**config.mk**
```make
export PLATFORM = sky130hd
export DESIGN_NAME = ccbe_xform
export DESIGN_NICKNAME = d
export VERILOG_FILES = /design/src/hw/rtl/ccbe_pkg.sv /design/src/hw/rtl/ccbe_xform.sv
export SDC_FILE = /design/constraint.sdc
export NUM_CORES = 1
export LEC_CHECK = 0
export BUFFER_PORTS_ARGS = -buffer_cell sky130_fd_sc_hd__buf_4
export CORE_UTILIZATION = 25
export DETAILED_ROUTE_END_ITERATION = 7
export GPL_TIMING_DRIVEN = 0
export SYNTH_ARGS = -nofsm -noshare
export SYNTH_HDL_FRONTEND = slang
export SYNTH_SLANG_ARGS = --single-unit
```
**constraint.sdc**
```tcl
create_clock -name vclk -period 7.8
set_input_delay 0.78 -clock vclk [all_inputs]
set_output_delay 0.78 -clock vclk [all_outputs]
set_load 0.01 [all_outputs]
```
**src/hw/rtl/ccbe_pkg.sv**
```systemverilog
// Package for the classical cipher byte engine.
// Holds register indexes, mode codes, ASCII bounds and the config bundle type.
// No dependencies.
package ccbe_pkg;

  localparam int unsigned KeyW       = 31;
  localparam int unsigned CfgIdxW    = 3;
  localparam int unsigned CfgDataW   = 64;
  localparam int unsigned NumLetters = 26;
  localparam int unsigned OffW       = 5;
  localparam int unsigned K10W       = 4;
  localparam int unsigned K26W       = 5;

  typedef enum logic [CfgIdxW-1:0] {
    RegMode     = 3'd0,
    RegShiftKey = 3'd1,
    RegTable0   = 3'd2,
    RegTable1   = 3'd3,
    RegTable2   = 3'd4,
    RegTable3   = 3'd5
  } reg_idx_e;

  typedef enum logic [1:0] {
    ModeCaesarEnc = 2'd0,
    ModeCaesarDec = 2'd1,
    ModeSubstEnc  = 2'd2,
    ModeSubstDec  = 2'd3
  } mode_e;

  localparam logic [7:0] ChDigit0 = 8'h30;
  localparam logic [7:0] ChDigit9 = 8'h39;
  localparam logic [7:0] ChLowA   = 8'h61;
  localparam logic [7:0] ChLowZ   = 8'h7a;
  localparam logic [7:0] ChUpA    = 8'h41;
  localparam logic [7:0] ChUpZ    = 8'h5a;

  localparam logic [OffW-1:0] SizeDigits  = 5'd10;
  localparam logic [OffW-1:0] SizeLetters = 5'd26;

  typedef logic [NumLetters-1:0][7:0] tbl_t;

  typedef struct packed {
    mode_e            mode;
    logic [K10W-1:0]  k10;
    logic [K26W-1:0]  k26;
    tbl_t             tbl;
  } cfg_t;

endpackage

```
**src/hw/rtl/ccbe_xform.sv**
```systemverilog
// Per-byte transform: Caesar rotate and substitution lookup / reverse search.
// Depends on ccbe_pkg.
module ccbe_xform import ccbe_pkg::*; (
  input  cfg_t        cfg_i,
  input  logic [7:0]  byte_i,
  output logic [7:0]  byte_o
);

  function automatic logic [OffW-1:0] rotate(input logic [OffW-1:0] off,
                                             input logic [OffW-1:0] amt,
                                             input logic [OffW-1:0] size,
                                             input logic            fwd);
    logic [OffW:0] s;
    begin
      if (fwd) s = {1'b0, off} + {1'b0, amt};
      else     s = {1'b0, off} + {1'b0, size} - {1'b0, amt};
      if (s >= {1'b0, size}) s = s - {1'b0, size};
      return s[OffW-1:0];
    end
  endfunction

  logic             fwd;
  logic             is_dig, is_low, is_up;
  logic [7:0]       caesar_b, subst_enc_b, subst_dec_b;
  logic [OffW-1:0]  k10_x, hit_idx;
  logic             hit;

  assign fwd    = (cfg_i.mode == ModeCaesarEnc);
  assign is_dig = (byte_i >= ChDigit0) && (byte_i <= ChDigit9);
  assign is_low = (byte_i >= ChLowA) && (byte_i <= ChLowZ);
  assign is_up  = (byte_i >= ChUpA) && (byte_i <= ChUpZ);
  assign k10_x  = {1'b0, cfg_i.k10};

  always_comb begin
    caesar_b = byte_i;
    if (is_dig) begin
      caesar_b = ChDigit0 + {3'b0, rotate(OffW'(byte_i - ChDigit0), k10_x, SizeDigits, fwd)};
    end else if (is_low) begin
      caesar_b = ChLowA + {3'b0, rotate(OffW'(byte_i - ChLowA), cfg_i.k26, SizeLetters, fwd)};
    end else if (is_up) begin
      caesar_b = ChUpA + {3'b0, rotate(OffW'(byte_i - ChUpA), cfg_i.k26, SizeLetters, fwd)};
    end
  end

  always_comb begin
    subst_enc_b = byte_i;
    if (is_low) begin
      subst_enc_b = cfg_i.tbl[OffW'(byte_i - ChLowA)];
    end
  end

  // descending scan so the lowest matching letter wins
  always_comb begin
    hit     = 1'b0;
    hit_idx = '0;
    for (int j = NumLetters - 1; j >= 0; j--) begin
      if (cfg_i.tbl[j] == byte_i) begin
        hit     = 1'b1;
        hit_idx = OffW'(j);
      end
    end
    subst_dec_b = hit ? (ChLowA + {3'b0, hit_idx}) : byte_i;
  end

  always_comb begin
    unique case (cfg_i.mode)
      ModeCaesarEnc, ModeCaesarDec: byte_o = caesar_b;
      ModeSubstEnc:                 byte_o = subst_enc_b;
      ModeSubstDec:                 byte_o = subst_dec_b;
      default:                      byte_o = byte_i;
    endcase
  end

endmodule
```
==> parameters.txt, run 1 <==
Parameter                              Value

Yosys
  Average footprint of a synthesized cell    8.88 sq um
  Xor-xnor portion of the synthesized cell area    30.5%
  Number of library cell types mapped by synthesis    77
  Mux contribution to synthesized area    23.7%
  Most common cell in the synthesized netlist    sky130_fd_sc_hd__xnor2_1
  Area share of the leading cell type in the synthesized netlist    18.7%
  Net count after synthesis    980
  Combined area of all synthesized cells    6370 sq um
  Cell count after synthesis    717
  Combinational family with the most area after synthesis    XOR/XNOR gates
  Fraction of the yosys area taken by sequential cells    0%
  Synthesized-area fraction occupied by adder cells    7.54%
  Leading cell types by total area after synthesis    sky130_fd_sc_hd__mux4_2, sky130_fd_sc_hd__xnor2_1, sky130_fd_sc_hd__xor2_1
  Library cell occupying the most area in the post-synthesis netlist    sky130_fd_sc_hd__mux4_2
  Yosys warning total    0
  Cell types with the highest counts after synthesis    sky130_fd_sc_hd__xnor2_1, sky130_fd_sc_hd__xor2_1, sky130_fd_sc_hd__mux4_2
  Fraction of the mapped netlist area in compound gates    13.9%
  Synthesized-area fraction occupied by and/or/nand/nor cells    16.1%

Routing
  DRT antenna net count    0
  Per-cell via count in the routed design    5.40
  Met2 wire len    14,500 um
  Detailed route wirelength on metal3    2420 um
  Routed via count    6,912
  M1 wire length    11,800 um
  First-iteration detailed-routing DRC count    594
  Sum of routed wire length over all layers    29,700 um
  Residual DRC count    0
  Topmost layer with routed signal wires    met4
  WL per Instance    23.2 um
  Total iterations of the first detailed-routing run    8

Flow run
  Number of max-cap violations    0

Setup path
  Kind of critical path    primary input to output pin
  Critical Path Source Type    primary input
  Slowest stage cell on the critical path    sky130_fd_sc_hd__xor2_1
  WP data arrival    6580 ps
  Critical path's largest stage delay    950 ps
  Required time of the worst setup path    7020 ps
  Buffers & Inverters on Critical Path    7
  Cells along the critical path    buf_4 > buf_4 > buf_4 > buf_4 > inv_1 > ha_1 > xor2_1 > buf_6 > ha_1 > fa_1 > a21oi_1 > nor2b_1 > or4_1 > o311ai_4 > o21ai_2 > xnor2_1 > ha_1 > or2_2 > a311oi_1 > a21oi_1 > buf_4
  Largest driver fanout on the critical path    11
  Cell repeated most along the worst path    sky130_fd_sc_hd__buf_4
  Cell class contributing the biggest share of worst-path delay    buffers and inverters
  Setup crit end kind    output pin

Power and ir drop
  Net Switching    0.000350 W
  Power density cells    80.0 nW/um^2
  Combinational fraction of design power    100.0%
  Switching portion of total power    51.4%
  Part of the total power dissipated in the clock network    0%
  Register share of total power    0%
  Total chip power    0.000682 W
  Peak VDD IR    0.0000402 V
  Internal    0.000331 W
  Leakage    3.45 nW

Timing
  Minimum period implied by the final worst setup slack    7360 ps
  Number of failing hold endpoints at the final stage    0
  RSZ-0062 raised after global routing    false
  Top achievable clock speed    0.136 GHz
  Worst hold slack after final layout    2220 ps
  Least-Margin Pin Slew    1220 ps
  Fin Setup TNS    0 ps
  Portion of the clock cycle consumed by the worst path in the final layout    94.4%
  Max-slew headroom at the worst pin    18.5%
  Final slew viol count    0
  Number of endpoints failing setup at the final stage    0

Layout
  Number of standard cells in the final layout excluding fillers    1,279
  Number of nets in the final layout    1,214
  Num sequential    0
  Fill count    2,701
  Area added between synthesis and finish    33.8%
  Clock buffers    0
  Flip-flop and latch area    0 sq um
  Fraction of layout cells with a size suffix above 1    37.1%
  ANT cells    0

Die
  Die area    26,100 sq um
  Initial core utilization    25.4%
  Die Width    162 um
  Number of ports placed on the die boundary    235
  Die height    162 um
  Standard cell core area    25,100 sq um
  Placement Rows    58

Hold path
  Hold path endpoint    byte_o[2]
  Hold depth    5
  Hold Path Origin    cfg_i[218]
  Class of the worst hold path    primary input to output pin

GRT
  Pin count of the biggest net entering global routing    12
  Aggregate global-route resource usage    22.1%
  Number of global-route vias before repair    6,922
  Initial antenna violation count    0
  First-pass GRT wire length    43,000 um
  Final global-route overflow total    0

Outcome
  Outcome    complete, no violations

Clock tree
  Number of hold-repair buffers added at the cts stage    0
  Number of buffers inserted to repair setup after CTS    0
  Quantity of gates resized following cts    0

Place
  Hpwl dp    25,300 um
  Final Wtd Congestion    0.948
  Number of port buffers    232
  Post-Place Cells    1,279
placed cells by master, fill, tap and decap left out, types with 5 or more instances in the layout:
master                     netlist  layout
sky130_fd_sc_hd__a211oi_1        6       6
sky130_fd_sc_hd__a21o_1          5       5
sky130_fd_sc_hd__a21oi_1        25      25
sky130_fd_sc_hd__and2_1          7       7
sky130_fd_sc_hd__and3_1          5       5
sky130_fd_sc_hd__buf_2           7       7
sky130_fd_sc_hd__buf_4          14     246
sky130_fd_sc_hd__buf_6          21      21
sky130_fd_sc_hd__clkbuf_1        8       8
sky130_fd_sc_hd__ha_1           32      32
sky130_fd_sc_hd__inv_1          26      26
sky130_fd_sc_hd__mux2i_1        19      19
sky130_fd_sc_hd__mux4_2         53      53
sky130_fd_sc_hd__nand2_1        30      30
sky130_fd_sc_hd__nand3_1         5       5
sky130_fd_sc_hd__nand4_1        30      30
sky130_fd_sc_hd__nor2_1         41      41
sky130_fd_sc_hd__nor2b_1         6       6
sky130_fd_sc_hd__nor3_1          7       7
sky130_fd_sc_hd__nor4_1         27      27
sky130_fd_sc_hd__o211ai_1        7       7
sky130_fd_sc_hd__o21ai_0        18      18
sky130_fd_sc_hd__o21ai_1         5       5
sky130_fd_sc_hd__o221ai_1       10      10
sky130_fd_sc_hd__xnor2_1       127     127
sky130_fd_sc_hd__xor2_1         93      93
stage by stage:
| step | area [sq um] | utilization [%] | worst slack, ps |
|---|---|---|---|
| 2_1_floorplan | 6370 | - | 1780 |
| 3_3_place_gp | 8520 | 33.9 | 534 |
| 3_5_place_dp | 8520 | 33.9 | 475 |
| 4_1_cts | 8520 | 33.9 | 460 |
| 5_1_grt | 8520 | 33.9 | 105 |
| 6_report | 8520 | 33.9 | 439 |
cells by family (layout without fill, tap and decap cells):
family	Yosys count	in the layout
adders and majority gates	36	36
AOI/OAI and AO/OA	121	121
xor gates and xnor gates	221	221
and+or+nand+nor	183	183
buffers and inverters	78	310
muxes	78	78
power groups by stage:
stage               Sequential, W  Clock (W)  Combinational (W)
CTS                             0          0           0.000674
global route                    0          0           0.000726
floorplan                       0          0           0.000420
global placement                0          0           0.000666
finish                          0          0           0.000682
detailed placement              0          0           0.000670
tightest hold or removal path, stage by stage:
cell and delay, ps:
sky130_fd_sc_hd__buf_4 120, sky130_fd_sc_hd__inv_1 110, sky130_fd_sc_hd__a21oi_1 130, sky130_fd_sc_hd__a21oi_1 120
sky130_fd_sc_hd__buf_4 160
cell type report:
type,instances,area (sq um),area share [%]
multi-input cells,639,5850,68.6
repair buffers,232,1740,20.4
plain buffers,52,425,4.99
well taps,330,413,4.84
inverters,26,97.6,1.15
worst max-delay path by stage:
stage          startpoint   endpoint  slack (ps)  cells after the start
2_1_floorplan   byte_i[0]  byte_o[2]        1780                     19
3_3_place_gp    byte_i[0]  byte_o[2]         530                     21
3_5_place_dp    byte_i[0]  byte_o[2]         470                     21
4_1_cts         byte_i[0]  byte_o[2]         460                     21
5_1_grt         byte_i[0]  byte_o[2]         110                     21
6_report        byte_i[0]  byte_o[2]         440                     21
routing by layer:
metal	GRT usage (%)	vias to the layer above
li1	-	3135
met1	27.7	3289
met2	39.1	431
met3	2.75	57
met4	6.95	0
met5	0	-
Power figures use the tool's default switching activity.
==> inputs of run 2 (changes only) <==
- clock period: 7.8 -> 7.1 ns (I/O delays scaled with it)
==> run 2 against run 1 <==
Net effect: first-iteration DRC count down 4.4%; via count rose by 0.38%; total power is 10% higher; clock-buffer cell count is the same; critical path depth stayed put; cell area up 0.22%; die area did not move; hold slack got worse by 140 ps; global-route usage is essentially flat; sequential cell count is the same; combinational power increased by 10%; critical endpoint unchanged; largest power group unchanged; highest routed layer unchanged.
==> parameters.txt, run 2 (synthesis gave the netlist of run 1 again) <==
Parameter                              Value

Timing
  Number of failing hold endpoints at the final stage    0 (unchanged)
  Final slew viol count    0 (unchanged)
  Top achievable clock speed    0.146 GHz
  Portion of the clock cycle consumed by the worst path in the final layout    96.3%
  Least-Margin Pin Slew    826 ps (-391 ps)
  Minimum period implied by the final worst setup slack    6840 ps
  Number of endpoints failing setup at the final stage    0 (unchanged)
  Fin Setup TNS    0 ps (unchanged)
  RSZ-0062 raised after global routing    false
  Max-slew headroom at the worst pin    44.4% (+26 points)

Layout
  Most frequent standard cell in the layout excluding fill and tap cells    sky130_fd_sc_hd__buf_4
  Flip-flop and latch area    0 sq um (unchanged)
  Commonest non-fill, non-tap cells in the layout    sky130_fd_sc_hd__buf_4, sky130_fd_sc_hd__xnor2_1, sky130_fd_sc_hd__xor2_1
  Number of nets in the final layout    1,214 (unchanged)
  Num sequential    0 (unchanged)
  ANT cells    0 (unchanged)
  Clock buffers    0 (unchanged)
  Fraction of layout cells with a size suffix above 1    37.2% (+0.11 points)
  Number of standard cells in the final layout excluding fillers    1,279 (unchanged)
  Area added between synthesis and finish    34.1%

Setup path
  Setup crit end kind    output pin
  Kind of critical path    primary input to output pin
  Critical Path Source    byte_i[0]
  Largest driver fanout on the critical path    10 (-1)
  WP data arrival    6130 ps (-450 ps)
  Critical Path Source Type    primary input
  Required time of the worst setup path    6390 ps (-630 ps)
  Capture point of the critical path    byte_o[2]

Place
  Final Wtd Congestion    0.948 (unchanged)
  Post-Place Cells    1,279 (unchanged)
  Hpwl dp    25,300 um (unchanged)
  Number of port buffers    232 (unchanged)

Die
  Die area    26,100 sq um (unchanged)
  Die height    162 um (unchanged)
  Number of ports placed on the die boundary    235 (unchanged)
  Standard cell core area    25,100 sq um (unchanged)
  Die Width    162 um (unchanged)
  Placement Rows    58 (unchanged)
  Initial core utilization    25.4% (unchanged)

Power and ir drop
  Peak VDD IR    0.0000441 V (+9.7%)
  Power density cells    87.9 nW/um^2 (+9.9%)
  Leakage    3.46 nW (about the same)
  Total chip power    0.000751 W (+10%)

Routing
  Sum of routed wire length over all layers    29,800 um (+0.10%)
  Residual DRC count    0 (unchanged)
  Per-cell via count in the routed design    5.42 (+0.38%)
  Routed via count    6,938 (+0.38%)
  DRT antenna net count    0 (unchanged)
  First-iteration detailed-routing DRC count    568 (-4.4%)
  WL per Instance    23.3 um (+0.10%)
  Total iterations of the first detailed-routing run    5 (-3)

GRT
  Initial antenna violation count    0 (unchanged)
  Pin count of the biggest net entering global routing    12 (unchanged)
  Number of global-route vias before repair    6,905 (-0.25%)
  First-pass GRT wire length    43,000 um (+0.11%)
  Final global-route overflow total    0 (unchanged)
  Aggregate global-route resource usage    22.1% (about the same)

Hold path
  Class of the worst hold path    primary input to output pin
  Hold depth    5 (unchanged)

Clock tree
  Number of hold-repair buffers added at the cts stage    0 (unchanged)
  Number of buffers inserted to repair setup after CTS    0 (unchanged)

Flow run
  Number of max-cap violations    0 (unchanged)

Outcome
  Outcome    complete, no violations
run 2: final cells by class:
| cell class | count | area, sq um |
|---|---|---|
| inverters | 26 | 97.6 |
| fillers | 2697 | 16600 |
| well taps | 330 | 413 |
| repair buffers | 232 | 1740 |
| multi-input cells | 639 | 5860 |
| plain buffers | 52 | 425 |
run 2: worst max-delay path, cell delays in order:
cell                       delay, ps
sky130_fd_sc_hd__buf_4           140
sky130_fd_sc_hd__buf_4           180
sky130_fd_sc_hd__buf_4           220
sky130_fd_sc_hd__buf_4           240
sky130_fd_sc_hd__inv_1           170
sky130_fd_sc_hd__ha_1            310
sky130_fd_sc_hd__nor3b_1         340
sky130_fd_sc_hd__xor2_1          550
sky130_fd_sc_hd__buf_2           340
sky130_fd_sc_hd__ha_1            310
sky130_fd_sc_hd__ha_1            340
sky130_fd_sc_hd__nor2b_1         160
sky130_fd_sc_hd__or4_1           460
sky130_fd_sc_hd__o311ai_4        130
sky130_fd_sc_hd__o21ai_2         160
sky130_fd_sc_hd__xnor2_1         160
sky130_fd_sc_hd__ha_1            220
sky130_fd_sc_hd__or2_2           300
sky130_fd_sc_hd__a311oi_1        370
sky130_fd_sc_hd__a21oi_1         140
sky130_fd_sc_hd__buf_4           170
run 2: worst min path at each step:
| stage | from | endpoint | slack [ps] |
|---|---|---|---|
| after floorplan | cfg_i[217] | byte_o[2] | 1680 |
| after global placement | cfg_i[217] | byte_o[2] | 2080 |
| after detailed placement | cfg_i[218] | byte_o[2] | 2080 |
| after CTS | cfg_i[217] | byte_o[2] | 2080 |
| after global routing | cfg_i[217] | byte_o[2] | 2090 |
| final | cfg_i[218] | byte_o[2] | 2070 |
run 2: power breakdown:
group          internal (W)  leakage (nW)  switching (W)  total (W)
logic              0.000364          3.46       0.000387   0.000751
clock network             0             0              0          0
registers                 0             0              0          0
total              0.000364          3.46       0.000387   0.000751
run 2: repair_timing:
item,in CTS,in global routing
gates resized for setup,1,1
endpoints found under the hold margin,0,0
gates cloned,0,0
endpoints found under the setup margin,2,2
run 2: per-stage QoR:
stage	util, %	setup slack [ps]	hold slack, ps	cell area (sq um)
6_report	34.0	261	2070	8540
2_1_floorplan	-	1220	1680	6370
4_1_cts	34.0	242	2080	8530
5_1_grt	34.0	27.7	2090	8540
3_3_place_gp	33.9	-25.9	2080	8520
3_5_place_dp	33.9	-85.3	2080	8520
run 2: layer usage:
layer / up-vias / share of wire (%) / track usage (%)
li1: 3129 / - / -
met1: 3293 / 39 / 28.0
met2: 464 / 49 / 39.6
met3: 52 / 9.0 / 2.49
met4: 0 / 2.6 / 5.36
met5: - / 0 / 0
==> inputs of run 3 (changes only) <==
- RECOVER_POWER: default -> 50
==> run 3 against run 2 <==
Net effect: final cell count unchanged; die area unchanged; clock-buffer cell count unchanged; non-clock buffer count unchanged; critical endpoint unchanged.
==> parameters.txt, run 3 (synthesis gave the netlist of run 1 again) <==
Parameter                              Value

Setup path
  Setup crit end kind    output pin
  Required time of the worst setup path    6390 ps (about the same)
  Largest driver fanout on the critical path    10 (unchanged)
  WP data arrival    6120 ps (about the same)
  Kind of critical path    primary input to output pin
  Critical Path Source Type    primary input

Layout
  Number of nets in the final layout    1,214 (unchanged)
  Most frequent standard cell in the layout excluding fill and tap cells    sky130_fd_sc_hd__buf_4
  ANT cells    0 (unchanged)
  Fraction of layout cells with a size suffix above 1    37.2% (unchanged)
  Num sequential    0 (unchanged)
  Final Util    34.0% (unchanged)
  Flip-flop and latch area    0 sq um (unchanged)
  Commonest non-fill, non-tap cells in the layout    sky130_fd_sc_hd__buf_4, sky130_fd_sc_hd__xnor2_1, sky130_fd_sc_hd__xor2_1
  Clock buffers    0 (unchanged)
  Area added between synthesis and finish    34.1% (unchanged)

Die
  Placement Rows    58 (unchanged)
  Die height    162 um (unchanged)
  Die Width    162 um (unchanged)
  Die area    26,100 sq um (unchanged)
  Number of ports placed on the die boundary    235 (unchanged)
  Initial core utilization    25.4% (unchanged)
  Standard cell core area    25,100 sq um (unchanged)

Routing
  First-iteration detailed-routing DRC count    568 (unchanged)
  Total iterations of the first detailed-routing run    5 (unchanged)
  Sum of routed wire length over all layers    29,800 um (about the same)
  Per-cell via count in the routed design    5.42 (about the same)
  WL per Instance    23.3 um (about the same)
  DRT antenna net count    0 (unchanged)
  Routed via count    6,936 (-0.029%)
  Residual DRC count    0 (unchanged)

Timing
  Portion of the clock cycle consumed by the worst path in the final layout    96.2% (-0.16 points)
  Number of endpoints failing setup at the final stage    0 (unchanged)
  RSZ-0062 raised after global routing    false
  Least-Margin Pin Slew    820 ps (-6.60 ps)
  Final slew viol count    0 (unchanged)
  Top achievable clock speed    0.146 GHz (+0.17%)
  Number of failing hold endpoints at the final stage    0 (unchanged)
  Minimum period implied by the final worst setup slack    6830 ps (-11.7 ps)
  Max-slew headroom at the worst pin    44.9% (+0.44 points)

GRT
  Global routing usage on met1    28.0% (unchanged)
  M3 GR Usage    2.49% (unchanged)
  Aggregate global-route resource usage    22.1% (unchanged)
  Number of global-route vias before repair    6,905 (unchanged)
  Pin count of the biggest net entering global routing    12 (unchanged)
  Initial antenna violation count    0 (unchanged)
  Global routing's busiest layer    met2
  Met2 Track Usage GR    39.6% (unchanged)
  Final global-route overflow total    0 (unchanged)
  First-pass GRT wire length    43,000 um (unchanged)

Clock tree
  Number of buffers inserted to repair setup after CTS    0 (unchanged)

Power and ir drop
  Peak VDD IR    0.0000441 V (about the same)
  Power density cells    88.0 nW/um^2 (about the same)
  Total chip power    0.000752 W (about the same)
  Leakage    3.46 nW (unchanged)

Place
  Hpwl dp    25,300 um (unchanged)
  Final Wtd Congestion    0.948 (unchanged)
  Number of port buffers    232 (unchanged)

Flow run
  Number of max-cap violations    0 (unchanged)

Hold path
  Class of the worst hold path    primary input to output pin

Outcome
  Outcome    complete, no violations
## run 3: cell count changes in the layout (fill, tap and decap cells not counted), sizes merged
cell and delta:
clkbuf +1, buf -1
## run 3: worst paths after layout
kind | start | end | slack, ps | depth (start not counted)
max | byte_i[0] | byte_o[2] | 270 | 21
min | cfg_i[218] | byte_o[2] | 2080 | 5
## run 3: final cells by class
| class | instances | area (sq um) |
|---|---|---|
| plain buffers | 52 | 425 |
| fillers | 2697 | 16600 |
| inverters | 26 | 97.6 |
| multi-input cells | 639 | 5860 |
| well taps | 330 | 413 |
| repair buffers | 232 | 1740 |
## run 3: where the power goes
| group | switching (W) | internal (W) | leakage [nW] | total [W] |
|---|---|---|---|---|
| clock network | 0 | 0 | 0 | 0 |
| logic | 0.000387 | 0.000364 | 3.46 | 0.000752 |
| registers | 0 | 0 | 0 | 0 |
## run 3: layer usage
| layer | up-vias | share of wire [%] |
|---|---|---|
| met5 | - | 0 |
| met4 | 0 | 2.7 |
| met3 | 52 | 8.8 |
| met2 | 458 | 49 |
| met1 | 3296 | 39 |
| li1 | 3130 | - |
## run 3: critical path, cell delays in order
cell and delay [ps]:
sky130_fd_sc_hd__buf_4 140, sky130_fd_sc_hd__buf_4 180, sky130_fd_sc_hd__buf_4 220, sky130_fd_sc_hd__buf_4 240, sky130_fd_sc_hd__inv_1 170, sky130_fd_sc_hd__ha_1 310
sky130_fd_sc_hd__nor3b_1 340, sky130_fd_sc_hd__xor2_1 550, sky130_fd_sc_hd__buf_2 330, sky130_fd_sc_hd__ha_1 300, sky130_fd_sc_hd__ha_1 340, sky130_fd_sc_hd__nor2b_1 160
sky130_fd_sc_hd__or4_1 460, sky130_fd_sc_hd__o311ai_4 130, sky130_fd_sc_hd__o21ai_2 160, sky130_fd_sc_hd__xnor2_1 160, sky130_fd_sc_hd__ha_1 220, sky130_fd_sc_hd__or2_2 300
sky130_fd_sc_hd__a311oi_1 370, sky130_fd_sc_hd__a21oi_1 140, sky130_fd_sc_hd__buf_4 170
## run 3: stage by stage
step                      hold slack [ps]  worst slack, ps  std cells  cell area [sq um]  TNS, ps
after detailed placement             2080            -85.3       1279               8520     -146
final                                2080              273       1279               8540        0
after global placement               2080            -25.9       1279               8520    -25.9
after floorplan                      1680             1220        717               6370        0
after CTS                            2080              242       1279               8530        0
after global routing                 2090             27.7       1279               8540        0
## run 3: what timing repair did
action / CTS / global route
gates resized for setup: 1 / 1
endpoints found under the setup margin: 2 / 2
pin swaps: 0 / 0
hold buffers: 0 / 0
