==> config.mk <==
export PLATFORM = sky130hd
export DESIGN_NAME = ccbe_key_mod
export DESIGN_NICKNAME = d
export VERILOG_FILES = /design/src/hw/rtl/ccbe_pkg.sv /design/src/hw/rtl/ccbe_key_mod.sv
export SDC_FILE = /design/constraint.sdc
export NUM_CORES = 1
export LEC_CHECK = 0
export ABC_AREA = 1
export BUFFER_PORTS_ARGS = -buffer_cell sky130_fd_sc_hd__buf_2
export CAP_MARGIN = 20
export CORE_MARGIN = 8
export CORE_UTILIZATION = 60
export DETAILED_ROUTE_END_ITERATION = 8
export PLACE_DENSITY_LB_ADDON = 0.3
export SYNTH_ARGS = -nofsm -noshare
export SYNTH_HDL_FRONTEND = slang
export SYNTH_SLANG_ARGS = --single-unit
==> constraint.sdc <==
create_clock -name clk_i -period 7.3 [get_ports clk_i]
set_input_delay 2.19 -clock clk_i [delete_from_list [all_inputs] [get_ports clk_i]]
set_output_delay 2.19 -clock clk_i [all_outputs]
set_load 0.05 [all_outputs]
==> src/hw/rtl/ccbe_pkg.sv <==
// Package for the classical cipher byte engine.
// Holds register indexes, mode codes, ASCII bounds and the config bundle type.
// No dependencies.
package ccbe_pkg;

  localparam int unsigned KeyW       = 31;
  localparam int unsigned CfgIdxW    = 3;
  localparam int unsigned CfgDataW   = 64;
  localparam int unsigned NumLetters = 26;
  localparam int unsigned OffW       = 5;
  localparam int unsigned K10W       = 4;
  localparam int unsigned K26W       = 5;

  typedef enum logic [CfgIdxW-1:0] {
    RegMode     = 3'd0,
    RegShiftKey = 3'd1,
    RegTable0   = 3'd2,
    RegTable1   = 3'd3,
    RegTable2   = 3'd4,
    RegTable3   = 3'd5
  } reg_idx_e;

  typedef enum logic [1:0] {
    ModeCaesarEnc = 2'd0,
    ModeCaesarDec = 2'd1,
    ModeSubstEnc  = 2'd2,
    ModeSubstDec  = 2'd3
  } mode_e;

  localparam logic [7:0] ChDigit0 = 8'h30;
  localparam logic [7:0] ChDigit9 = 8'h39;
  localparam logic [7:0] ChLowA   = 8'h61;
  localparam logic [7:0] ChLowZ   = 8'h7a;
  localparam logic [7:0] ChUpA    = 8'h41;
  localparam logic [7:0] ChUpZ    = 8'h5a;

  localparam logic [OffW-1:0] SizeDigits  = 5'd10;
  localparam logic [OffW-1:0] SizeLetters = 5'd26;

  typedef logic [NumLetters-1:0][7:0] tbl_t;

  typedef struct packed {
    mode_e            mode;
    logic [K10W-1:0]  k10;
    logic [K26W-1:0]  k26;
    tbl_t             tbl;
  } cfg_t;

endpackage

==> src/hw/rtl/ccbe_key_mod.sv <==
// Shift key reducer: key mod 10 and key mod 26 by reciprocal multiplication.
// After a load: key register, then quotient register, then remainder register.
// Depends on ccbe_pkg.
module ccbe_key_mod import ccbe_pkg::*; (
  input  logic             clk_i,
  input  logic             rst_ni,
  input  logic             load_i,
  input  logic [KeyW-1:0]  key_i,
  output logic             busy_o,
  output logic [K10W-1:0]  k10_o,
  output logic [K26W-1:0]  k26_o
);

  localparam int unsigned Q10W = 28;
  localparam int unsigned Q26W = 27;
  localparam int unsigned P10W = 63;
  localparam int unsigned P13W = 61;
  // ceil(2^35 / 10) and ceil(2^34 / 13); exact over the whole key range
  localparam logic [31:0] Recip10 = 32'hCCCC_CCCD;
  localparam logic [30:0] Recip13 = 31'h4EC4_EC4F;

  logic [KeyW-1:0] key_q, key_d;
  logic            qv_q, qv_d;
  logic            rv_q, rv_d;
  logic [P10W-1:0] p10;
  logic [P13W-1:0] p13;
  logic [Q10W-1:0] q10_q, q10_d;
  logic [Q26W-1:0] q26_q, q26_d;
  logic [KeyW-1:0] m10, m26;
  logic [K10W-1:0] r10_q, r10_d;
  logic [K26W-1:0] r26_q, r26_d;

  // key / 26 = (key / 2) / 13
  assign p10 = P10W'(key_q) * P10W'(Recip10);
  assign p13 = P13W'(key_q[KeyW-1:1]) * P13W'(Recip13);
  // 10q = 8q + 2q, 26q = 16q + 8q + 2q
  assign m10 = KeyW'({q10_q, 3'b0}) + KeyW'({q10_q, 1'b0});
  assign m26 = KeyW'({q26_q, 4'b0}) + KeyW'({q26_q, 3'b0}) + KeyW'({q26_q, 1'b0});

  always_comb begin
    key_d = load_i ? key_i : key_q;
    qv_d  = load_i;
    rv_d  = qv_q;
    q10_d = qv_q ? p10[P10W-1:35] : q10_q;
    q26_d = qv_q ? p13[P13W-1:34] : q26_q;
    r10_d = rv_q ? K10W'(key_q - m10) : r10_q;
    r26_d = rv_q ? K26W'(key_q - m26) : r26_q;
  end

  always_ff @(posedge clk_i or negedge rst_ni) begin
    if (!rst_ni) begin
      key_q <= '0;
      qv_q  <= 1'b0;
      rv_q  <= 1'b0;
      q10_q <= '0;
      q26_q <= '0;
      r10_q <= '0;
      r26_q <= '0;
    end else begin
      key_q <= key_d;
      qv_q  <= qv_d;
      rv_q  <= rv_d;
      q10_q <= q10_d;
      q26_q <= q26_d;
      r10_q <= r10_d;
      r26_q <= r26_d;
    end
  end

  assign busy_o = qv_q || rv_q;
  assign k10_o  = r10_q;
  assign k26_o  = r26_q;

endmodule

==> results of run 1 <==
[cell families after synthesis]
group / synth area share, %
fa+ha+maj: 65.6
mux: 0.406
flops: 6.32
simple gates: 8.76
compound gates: 3.69
buf+inv: 13.6
xor+xnor: 1.57
[flip-flops by register name (all words and copies together), names as in the netlist]
name / count
key_q: 31
rv_q: 1
qv_q: 1
k26_o: 5
q26_q: 4
q10_q: 3
k10_o: 4
[final cells by class]
cell class	count	area [um^2]
well taps	408	510
clock inverters	3	68.8
inverters	696	2610
fillers	2792	11900
multi-input cells	1342	15500
clock buffers	5	125
flip-flops and latches	49	1230
repair buffers	49	260
[metrics by stage]
stage / hold slack [ns] / setup WS (ns)
floorplan: 0.355 / 1.24
global placement: 0.464 / 0.698
detailed placement: 0.470 / 0.602
CTS: 0.490 / 0.607
global route: 0.509 / 0.322
finish: 0.491 / 0.647
[how the worst min path moves through the flow]
stage	from	end	slack, ns
2_1_floorplan	qv_q	rv_q	0.35
3_3_place_gp	k26_o[4]	k26_o[4]	0.46
3_5_place_dp	k10_o[1]	k10_o[1]	0.47
4_1_cts	k10_o[1]	k10_o[1]	0.49
5_1_grt	k10_o[1]	k10_o[1]	0.51
6_report	k10_o[1]	k10_o[1]	0.49
[routing by layer]
layer | global-route usage, % | wire length [um] | share of wire (%) | vias up
li1 | - | - | - | 6300
met1 | 35.3 | 21000 | 43 | 6646
met2 | 45.4 | 23400 | 48 | 336
met3 | 4.80 | 2490 | 5.1 | 103
met4 | 12.0 | 2370 | 4.8 | 0
met5 | 0 | 0 | 0 | -
[cell usage in the layout (no fill, tap or decap), drive strengths merged, types with 14 or more instances in the layout]
cell / count
dfrtp: 49
fa: 401
xnor2: 19
ha: 376
nand2: 246
inv: 697
a21oi: 58
xor2: 15
nor2: 69
a21o: 14
nand3: 47
o21ai: 46
buf: 49
[critical path, stage by stage (launching register included)]
cell and delay (ns):
sky130_fd_sc_hd__dfrtp_1 0.60, sky130_fd_sc_hd__ha_1 0.55, sky130_fd_sc_hd__inv_1 0.10, sky130_fd_sc_hd__fa_1 0.57, sky130_fd_sc_hd__fa_1 0.65, sky130_fd_sc_hd__inv_1 0.11, sky130_fd_sc_hd__fa_1 0.52, sky130_fd_sc_hd__inv_1 0.08
sky130_fd_sc_hd__fa_1 0.49, sky130_fd_sc_hd__inv_1 0.05, sky130_fd_sc_hd__fa_1 0.48, sky130_fd_sc_hd__inv_1 0.05, sky130_fd_sc_hd__fa_1 0.49, sky130_fd_sc_hd__inv_1 0.06, sky130_fd_sc_hd__fa_1 0.45, sky130_fd_sc_hd__ha_1 0.34
sky130_fd_sc_hd__nand2_2 0.10, sky130_fd_sc_hd__nor2_4 0.16, sky130_fd_sc_hd__nand3_4 0.08, sky130_fd_sc_hd__nor3_4 0.22, sky130_fd_sc_hd__nand4_2 0.11, sky130_fd_sc_hd__nand3_1 0.11, sky130_fd_sc_hd__nand2_1 0.05, sky130_fd_sc_hd__nand3_1 0.07
sky130_fd_sc_hd__nand2_1 0.06
==> results.md, run 1 <==
- 5 — drt first pass iters
- 196 um — width of the die
- 0 — Final Hold Fails
- 57 — maximum number of pins on one net before global-route repair
- 80.4 mm — first-pass GRT wire length
- 2544 — Cell Count Post-Placement
- sky130_fd_sc_hd__fa_1 — cell taking the most area after synthesis
- q10_q[2] — capture point of the worst path
- 49.2 mm — total length of routed wires
- 150 MHz — maximum frequency from static timing analysis
- sky130_fd_sc_hd__clkbuf_16 — Root Buffer
- 6.65 ns — final critical delay including setup and external delays
- 7.53 ns — required time of the critical path
- 0 — post-cts resize count
- 27.5% — GR Util All Layers
- 5 — number of CTS-inserted buffers
- 0 — number of hold buffers added after CTS
- 43 — Port Buffer Count
- 38400 um^2 — area of the die
- 0 — number of slew-limit violations in the final report
- 2552 — count of non-filler cells in the finished layout
- 44 — I/O pin count
- 19.3 um — routed length per instance
- q10_q[2] — worst reg2reg endpoint
- 2 — worst hold path stage count
- 0 — antenna cells
- 0 — Ys Warns
- 0 — drc violations
- no — setup repair after global routing missed its margin
- 0 — post-route ant nets
- 6.88 ns — Crit path arrival time
- 0.65 ns — worst-case register-to-register setup slack
- sky130_fd_sc_hd__fa_1 (41%), sky130_fd_sc_hd__ha_1 (24%), sky130_fd_sc_hd__inv_1 (13%) — dominant cells by area after synthesis
- 4.79% — area grow syn2layout
- 2906 — nets in the synthesized netlist
- 49 — clock sink total
- 15000 — vias in the first global route
- 0 — antenna violations before repair
- 1.13 ns — worst slew pin tran
- 0 — Maximum Capacitance Violations
- 41.4% — post-synth top area share
- 4.01% — share of final-layout standard cells stronger than drive strength 1
- 32200 um^2 — Floorplan Core Area
- completed — status
- 2 — number of H-tree branching levels
- 0 — post-CTS setup-driven buffer insertion count
- 60.3% — Starting Density
- 45.0 mm — Detail Placement HPWL
- 20300 um^2 — final std cell area, no fill
- 24.6% — Rel. slew slack
- 0.08 ns — clock-pin transition on the worst setup and hold timing paths
- 2 — Longest Clk Path Bufs
- reg -> reg — critical path class
- 49 — number of storage elements in the synthesis netlist
- 9 — maximum fanout encountered on the critical timing path
- 0 — total grt overflow
- 63.1% — final core occ
- 0 ns — Final TNS setup
- 24 — Register-to-Register Path Depth
- 2095 — number of standard cells after synthesis
- reg -> reg — worst hold path class
- 91.1% — final period utilization
- 19400 um^2 — Post-Synthesis Cell Area
- key_q[7] — Critical R2R Launch
- 13400 — Vias
- 20100 um^2 — Placement Cell Area
- built — TritonCTS clock tree
- 5.24 — number of vias per cell
- key_q[7] — launch point of the critical path
- register — element type at the critical path end
- 100% — fraction of synthesis flops using an asynchronous set or reset pin
- 6.32% — sequential area share after synthesis
- 628 — count of routing violations after the opening detailed-route iteration
- sky130_fd_sc_hd__inv_1 (694), sky130_fd_sc_hd__fa_1 (401), sky130_fd_sc_hd__ha_1 (376), sky130_fd_sc_hd__nand2_1 (242), sky130_fd_sc_hd__nor2_1 (65) — most common library cells after synthesis
- 41 — Distinct cells, synth
- 0.964 — RD Place Congestion
- 0 — EDFF count, synth
- 0 — final setup fails
- 0.34 ns — Clock Latency Late Sink
- 9.26 um^2 — average size of a mapped cell
- 0.00782 ns — worst setup skew after layout
- 66 — row count
- 196 um — Die Y-Extent
- sky130_fd_sc_hd__inv_1 — cell with the most instances after synthesis
- register — startpoint types
- sky130_fd_sc_hd__dfrtp_1 — most frequently used flop master after synthesis
- 2954 — final-stage net count
Power of run 1 is not shown: default switching activity piles up to over one toggle a cycle in this logic, so the estimate is an artifact.
==> run 2, diff against run 1 <==
- CORE_MARGIN: 8 -> default
==> run 2 against run 1 <==
Against the previous run:
- die area fell by 14%
- wire length fell by 0.47%
- non-clock buffer count rose by 2
- highest routed layer unchanged
- hold slack got worse by 0.0013 ns
- sequential cell count did not move
- sequential share of layout area barely moved
- worst setup slack got worse by 0.061 ns
- largest cell class unchanged
- clock skew rose by 0.0030 ns
- first-iteration DRC count rose by 2.5%
==> results.md, run 2 (synthesis gave the netlist of run 1 again) <==
- 0.998 ns — worst slew pin tran, -0.132 ns
- reg -> reg — worst hold path class
- 31700 um^2 — Floorplan Core Area, -1.5%
- 9 — maximum fanout encountered on the critical timing path, unchanged
- 92.0% — final period utilization, +0.84 points
- 182 um — Die Y-Extent, -7.1%
- 7.52 ns — required time of the critical path, about the same
- 64.1% — final core occ, +1.0 points
- adder cells — gate family responsible for the most delay along the worst path
- 43 — Port Buffer Count, unchanged
- reg -> reg — critical path class
- 79.6 mm — first-pass GRT wire length, -1.0%
- 2 — number of H-tree branching levels, unchanged
- 0 — antenna violations before repair, unchanged
- ha_1 -> inv_1 -> fa_1 -> fa_1 -> inv_1 -> fa_1 -> inv_1 -> fa_1 -> inv_1 -> fa_1 -> inv_1 -> fa_1 -> fa_1 -> inv_1 -> ha_1 -> nand2_1 -> nor4_2 -> and3_1 -> nand2_1 -> nand2_1 -> nand2_1 -> nand3_1 -> nand2_1 — worst-path cell chain
- 0 — number of hold buffers added after CTS, unchanged
- 44.7 mm — Detail Placement HPWL, -0.73%
- 2 — Longest Clk Path Bufs, unchanged
- register — startpoint types
- 15000 — vias in the first global route, -0.10%
- 57 — maximum number of pins on one net before global-route repair, unchanged
- 1.00 — RD Place Congestion, +4.0%
- 5 — number of CTS-inserted buffers, unchanged
- 0 — post-cts resize count, unchanged
- 6 — number of buffer and inverter instances along the worst setup path, unchanged
- 5.24 — number of vias per cell, about the same
- 19.2 um — routed length per instance, -0.32%
- built — TritonCTS clock tree
- sky130_fd_sc_hd__fa_1 — most frequent cell on the critical path
- 4.83% — area grow syn2layout, about the same
- 0.09 ns — clock-pin transition on the worst setup and hold timing paths, about the same
- 0 — antenna cells, unchanged
- sky130_fd_sc_hd__inv_1 — most common cell after layout, fill and taps aside
- 0 — number of slew-limit violations in the final report, unchanged
- 149 MHz — maximum frequency from static timing analysis, -0.91%
- 0 — total grt overflow, unchanged
- 0.490 ns — hold slack, -0.00128 ns
- 644 — count of routing violations after the opening detailed-route iteration, +2.5%
- 0 — Maximum Capacitance Violations, unchanged
- 49 — clock sink total, unchanged
- 0 — final setup fails, unchanged
- 0.33 ns — Clock Latency Late Sink, about the same
- 31 — max FFs per register, unchanged
- 0.66 ns — delay of the slowest cell on the worst path, about the same
- 65 — row count, -1.5%
- k10_o[3] — startpoint of the lowest-slack hold path
- sky130_fd_sc_hd__fa_1 — master of the slowest instance on the critical path
- completed — status
- 13400 — Vias, -0.21%
- 33100 um^2 — area of the die, -14%
- register — element type at the critical path end
- 2956 — final-stage net count, +0.068%
- 0 ns — Final TNS setup, unchanged
- k10_o[3] — Hold Crit Endpoint
- 49.0 mm — total length of routed wires, -0.47%
- sky130_fd_sc_hd__inv_1 (694), sky130_fd_sc_hd__fa_1 (401), sky130_fd_sc_hd__ha_1 (376) — most used cells in the layout excluding fill and tap cells
- 32.4% — GR Util All Layers, +4.9 points
- sky130_fd_sc_hd__clkbuf_16 — Root Buffer
- 2 — worst hold path stage count, unchanged
- 0 — Final Hold Fails, unchanged
- 44 — I/O pin count, unchanged
- key_q[7] — Critical R2R Launch
- q10_q[0] — worst reg2reg endpoint
- 6.93 ns — Crit path arrival time, +0.05 ns
- 0.59 ns — worst-case register-to-register setup slack, -0.06 ns
- 4.10% — share of final-layout standard cells stronger than drive strength 1, +0.089 points
- key_q — Reg with most FFs
- 0 — post-route ant nets, unchanged
- 33.2% — Rel. slew slack, +8.6 points
- 0.0108 ns — worst setup skew after layout, +0.00298 ns
- 23 — Register-to-Register Path Depth, -4.2%
- 0 — drc violations, unchanged
- 5 — drt first pass iters, unchanged
- 182 um — width of the die, -7.1%
- 2715 — number of fill cells, -2.8%
- 61.2% — Starting Density, +0.93 points
- 6.71 ns — final critical delay including setup and external delays, +0.0614 ns
- no — setup repair after global routing missed its margin
- 0 — post-CTS setup-driven buffer insertion count, unchanged
-- run 2: cell types whose count changed in the layout (fill, tap and decap cells not counted), sizes merged --
cell / delta
buf: +2
-- run 2: final cells by class --
type                            instances  area, um^2  share of cell area [%]
Tap cell                              402         503                    2.47
Sequential cell                        49        1230                    6.03
Timing Repair Buffer                   51         275                    1.35
Multi-Input combinational cell       1342       15500                    76.4
Clock inverter                          3        68.8                   0.338
Clock buffer                            5         125                   0.615
Inverter                              696        2610                    12.8
-- run 2: per-layer routing --
| layer | global-route usage [%] | share of wire (%) | vias up |
|---|---|---|---|
| li1 | - | - | 6304 |
| met1 | 42.2 | 43 | 6633 |
| met2 | 54.8 | 48 | 327 |
| met3 | 4.89 | 5.1 | 93 |
| met4 | 12.2 | 4.2 | 0 |
| met5 | 0 | 0 | - |
-- run 2: worst reg2reg max path, stage by stage (launching register included) --
cell and delay, ns:
sky130_fd_sc_hd__dfrtp_1 0.61, sky130_fd_sc_hd__ha_1 0.57, sky130_fd_sc_hd__inv_1 0.11, sky130_fd_sc_hd__fa_1 0.58
sky130_fd_sc_hd__fa_1 0.66, sky130_fd_sc_hd__inv_1 0.11, sky130_fd_sc_hd__fa_1 0.50, sky130_fd_sc_hd__inv_1 0.07
sky130_fd_sc_hd__fa_1 0.49, sky130_fd_sc_hd__inv_1 0.05, sky130_fd_sc_hd__fa_1 0.48, sky130_fd_sc_hd__inv_1 0.05
sky130_fd_sc_hd__fa_1 0.41, sky130_fd_sc_hd__fa_1 0.55, sky130_fd_sc_hd__inv_1 0.05, sky130_fd_sc_hd__ha_1 0.41
sky130_fd_sc_hd__nand2_1 0.14, sky130_fd_sc_hd__nor4_2 0.23, sky130_fd_sc_hd__and3_1 0.20, sky130_fd_sc_hd__nand2_1 0.07
sky130_fd_sc_hd__nand2_1 0.06, sky130_fd_sc_hd__nand2_1 0.04, sky130_fd_sc_hd__nand3_1 0.08, sky130_fd_sc_hd__nand2_1 0.07
-- run 2: through the flow --
step | cell area (um^2) | cells | setup WS (ns)
floorplan | 19400 | 2095 | 1.24
global placement | 20100 | 2540 | 0.677
detailed placement | 20100 | 2540 | 0.593
CTS | 20300 | 2548 | 0.570
global route | 20300 | 2548 | 0.196
finish | 20300 | 2548 | 0.586
-- run 2: worst max path at each step --
stage          startpoint       end  cells past startpoint
2_1_floorplan    key_q[5]  q10_q[2]                     26
3_3_place_gp     key_q[7]  q10_q[0]                     23
3_5_place_dp     key_q[7]  q10_q[2]                     24
4_1_cts          key_q[7]  q10_q[0]                     23
5_1_grt          key_q[7]  q10_q[0]                     23
6_report         key_q[7]  q10_q[0]                     23
Power of run 2 is left out for the same reason.
==> run 3, diff against run 2 <==
- CORE_UTILIZATION: 60 -> 50
==> run 3 against run 2 <==
Against the previous run:
- non-clock buffer count rose by 1
- core utilization fell by 10 points
- critical endpoint is now q10_q[2]
- final cell count rose by 4.3%
- sequential share of layout area barely moved
==> results.md, run 3 (synthesis gave the netlist of run 1 again) <==
- sky130_fd_sc_hd__fa_1 — master of the slowest instance on the critical path
- 13400 — Vias, +0.082%
- 0 — antenna cells, unchanged
- 0.962 — RD Place Congestion, -4.0%
- 744 — count of routing violations after the opening detailed-route iteration, +16%
- 5.36% — area grow syn2layout
- 5 — number of CTS-inserted buffers, unchanged
- 43 — Port Buffer Count, unchanged
- 24 — Register-to-Register Path Depth, +4.3%
- 9 — maximum fanout encountered on the critical timing path, unchanged
- 0 — drc violations, unchanged
- 18.8 um — routed length per instance, -2.3%
- 2658 — count of non-filler cells in the finished layout, +4.3%
- 80.5 mm — first-pass GRT wire length, +1.2%
- 31 — max FFs per register, unchanged
- sky130_fd_sc_hd__inv_1 — most common cell after layout, fill and taps aside
- 0.63 ns — delay of the slowest cell on the worst path, -0.03 ns
- 0 — post-cts resize count, unchanged
- register — startpoint types
- k10_o[1] — startpoint of the lowest-slack hold path
- 0.09 ns — clock-pin transition on the worst setup and hold timing paths, about the same
- 2 — Longest Clk Path Bufs, unchanged
- 39600 um^2 — area of the die, +20%
- 2957 — final-stage net count, +0.034%
- 0.0246 ns — worst setup skew after layout, +0.0138 ns
- 199 um — width of the die, +9.4%
- 53.9% — final core occ, -10 points
- 0 — final setup fails, unchanged
- 45.8 mm — Detail Placement HPWL, +2.4%
- 0 — post-route ant nets, unchanged
- key_q[7] — Critical R2R Launch
- ha_1 -> inv_1 -> fa_1 -> fa_1 -> inv_1 -> fa_1 -> inv_1 -> fa_1 -> inv_1 -> fa_1 -> inv_1 -> fa_1 -> inv_1 -> fa_1 -> ha_1 -> nand2_2 -> nor2_4 -> nand3_4 -> nor3_4 -> nand4_2 -> nand3_1 -> nand2_1 -> nand3_1 -> nand2_1 — worst-path cell chain
- q10_q[2] — worst reg2reg endpoint
- reg -> reg — worst hold path class
- 0 — Maximum Capacitance Violations, unchanged
- 0 — post-CTS setup-driven buffer insertion count, unchanged
- 0.35 ns — Clock Latency Late Sink, +0.02 ns
- 37900 um^2 — Floorplan Core Area, +20%
- sky130_fd_sc_hd__inv_1 (694), sky130_fd_sc_hd__fa_1 (401), sky130_fd_sc_hd__ha_1 (376) — most used cells in the layout excluding fill and tap cells
- 6.67 ns — final critical delay including setup and external delays, -0.0446 ns
- 31.4% — Rel. slew slack, -1.7 points
- 0 — antenna violations before repair, unchanged
- 2 — worst hold path stage count, unchanged
- 0 — Final Hold Fails, unchanged
- 44 — I/O pin count, unchanged
- 27.6% — GR Util All Layers, -4.8 points
- 5.03 — number of vias per cell, -4.1%
- no — setup repair after global routing missed its margin
- 0.63 ns — worst-case register-to-register setup slack, +0.04 ns
- sky130_fd_sc_hd__clkbuf_16 — Root Buffer
- sky130_fd_sc_hd__fa_1 — most frequent cell on the critical path
- 5 — drt first pass iters, unchanged
- 6.91 ns — Crit path arrival time, -0.02 ns
- 0 ns — Final TNS setup, unchanged
- 0 — number of slew-limit violations in the final report, unchanged
- 4.15% — share of final-layout standard cells stronger than drive strength 1, +0.045 points
- k10_o[1] — Hold Crit Endpoint
- 14800 — vias in the first global route, -1.2%
- reg -> reg — critical path class
- 199 um — Die Y-Extent, +9.4%
- 1.02 ns — worst slew pin tran, +0.0261 ns
- 51.2% — Starting Density, -10 points
- 7.54 ns — required time of the critical path, +0.02 ns
- 0 — number of hold buffers added after CTS, unchanged
- 49 — clock sink total, unchanged
- key_q — Reg with most FFs
- 91.4% — final period utilization, -0.61 points
- 49.9 mm — total length of routed wires, +2.0%
- 2 — number of H-tree branching levels, unchanged
- register — element type at the critical path end
- 3502 — number of fill cells, +29%
- 2650 — Cell Count Post-Placement, +4.3%
- completed — status
- 0 — total grt overflow, unchanged
- 150 MHz — maximum frequency from static timing analysis, +0.67%
- built — TritonCTS clock tree
- 57 — maximum number of pins on one net before global-route repair, unchanged
- 71 — row count, +9.2%
[run 3: cell types whose count changed in the layout (fill, tap and decap cells not counted)]
cell and delta:
sky130_fd_sc_hd__buf_4 +1, sky130_fd_sc_hd__inv_8 +1, sky130_fd_sc_hd__bufinv_16 -2, sky130_fd_sc_hd__clkinv_4 +1
[run 3: layout make-up]
class	instances	area (um^2)	share of cell area, %
Tap cell	511	639	3.13
Timing Repair Buffer	52	283	1.38
Clock inverter	3	28.8	0.141
Clock buffer	5	125	0.612
Inverter	696	2610	12.8
Sequential cell	49	1230	6.00
Multi-Input combinational cell	1342	15500	76.0
[run 3: how the worst max path moves through the flow]
stage | endpoint | from | depth (start not counted)
detailed placement | q10_q[2] | key_q[7] | 24
floorplan | q10_q[2] | key_q[5] | 26
global placement | q10_q[2] | key_q[7] | 24
CTS | q10_q[2] | key_q[7] | 24
global route | q10_q[1] | key_q[7] | 24
finish | q10_q[2] | key_q[7] | 24
[run 3: worst max-delay path: cells and delay by family, from the launching register on]
family / cells / cell delay (ns)
DFF: 1 / 0.59
and+or+nand+nor: 9 / 0.98
buffers and inverters: 6 / 0.45
adders and majority gates: 9 / 4.52
[run 3: through the flow]
step | cell area, um^2 | setup WS, ns | hold WS (ns)
2_1_floorplan | 19400 | 1.24 | 0.355
3_3_place_gp | 20300 | 0.688 | 0.464
3_5_place_dp | 20300 | 0.625 | 0.465
4_1_cts | 20400 | 0.618 | 0.494
5_1_grt | 20400 | 0.261 | 0.524
6_report | 20400 | 0.631 | 0.490
[run 3: routing by layer]
metal / global-route usage, % / up-vias / part of all wire [%]
li1: - / 6304 / -
met1: 38.0 / 6679 / 45
met2: 45.7 / 316 / 47
met3: 3.19 / 69 / 4.4
met4: 8.52 / 0 / 3.2
met5: 0 / - / 0
Power of run 3 is left out for the same reason.
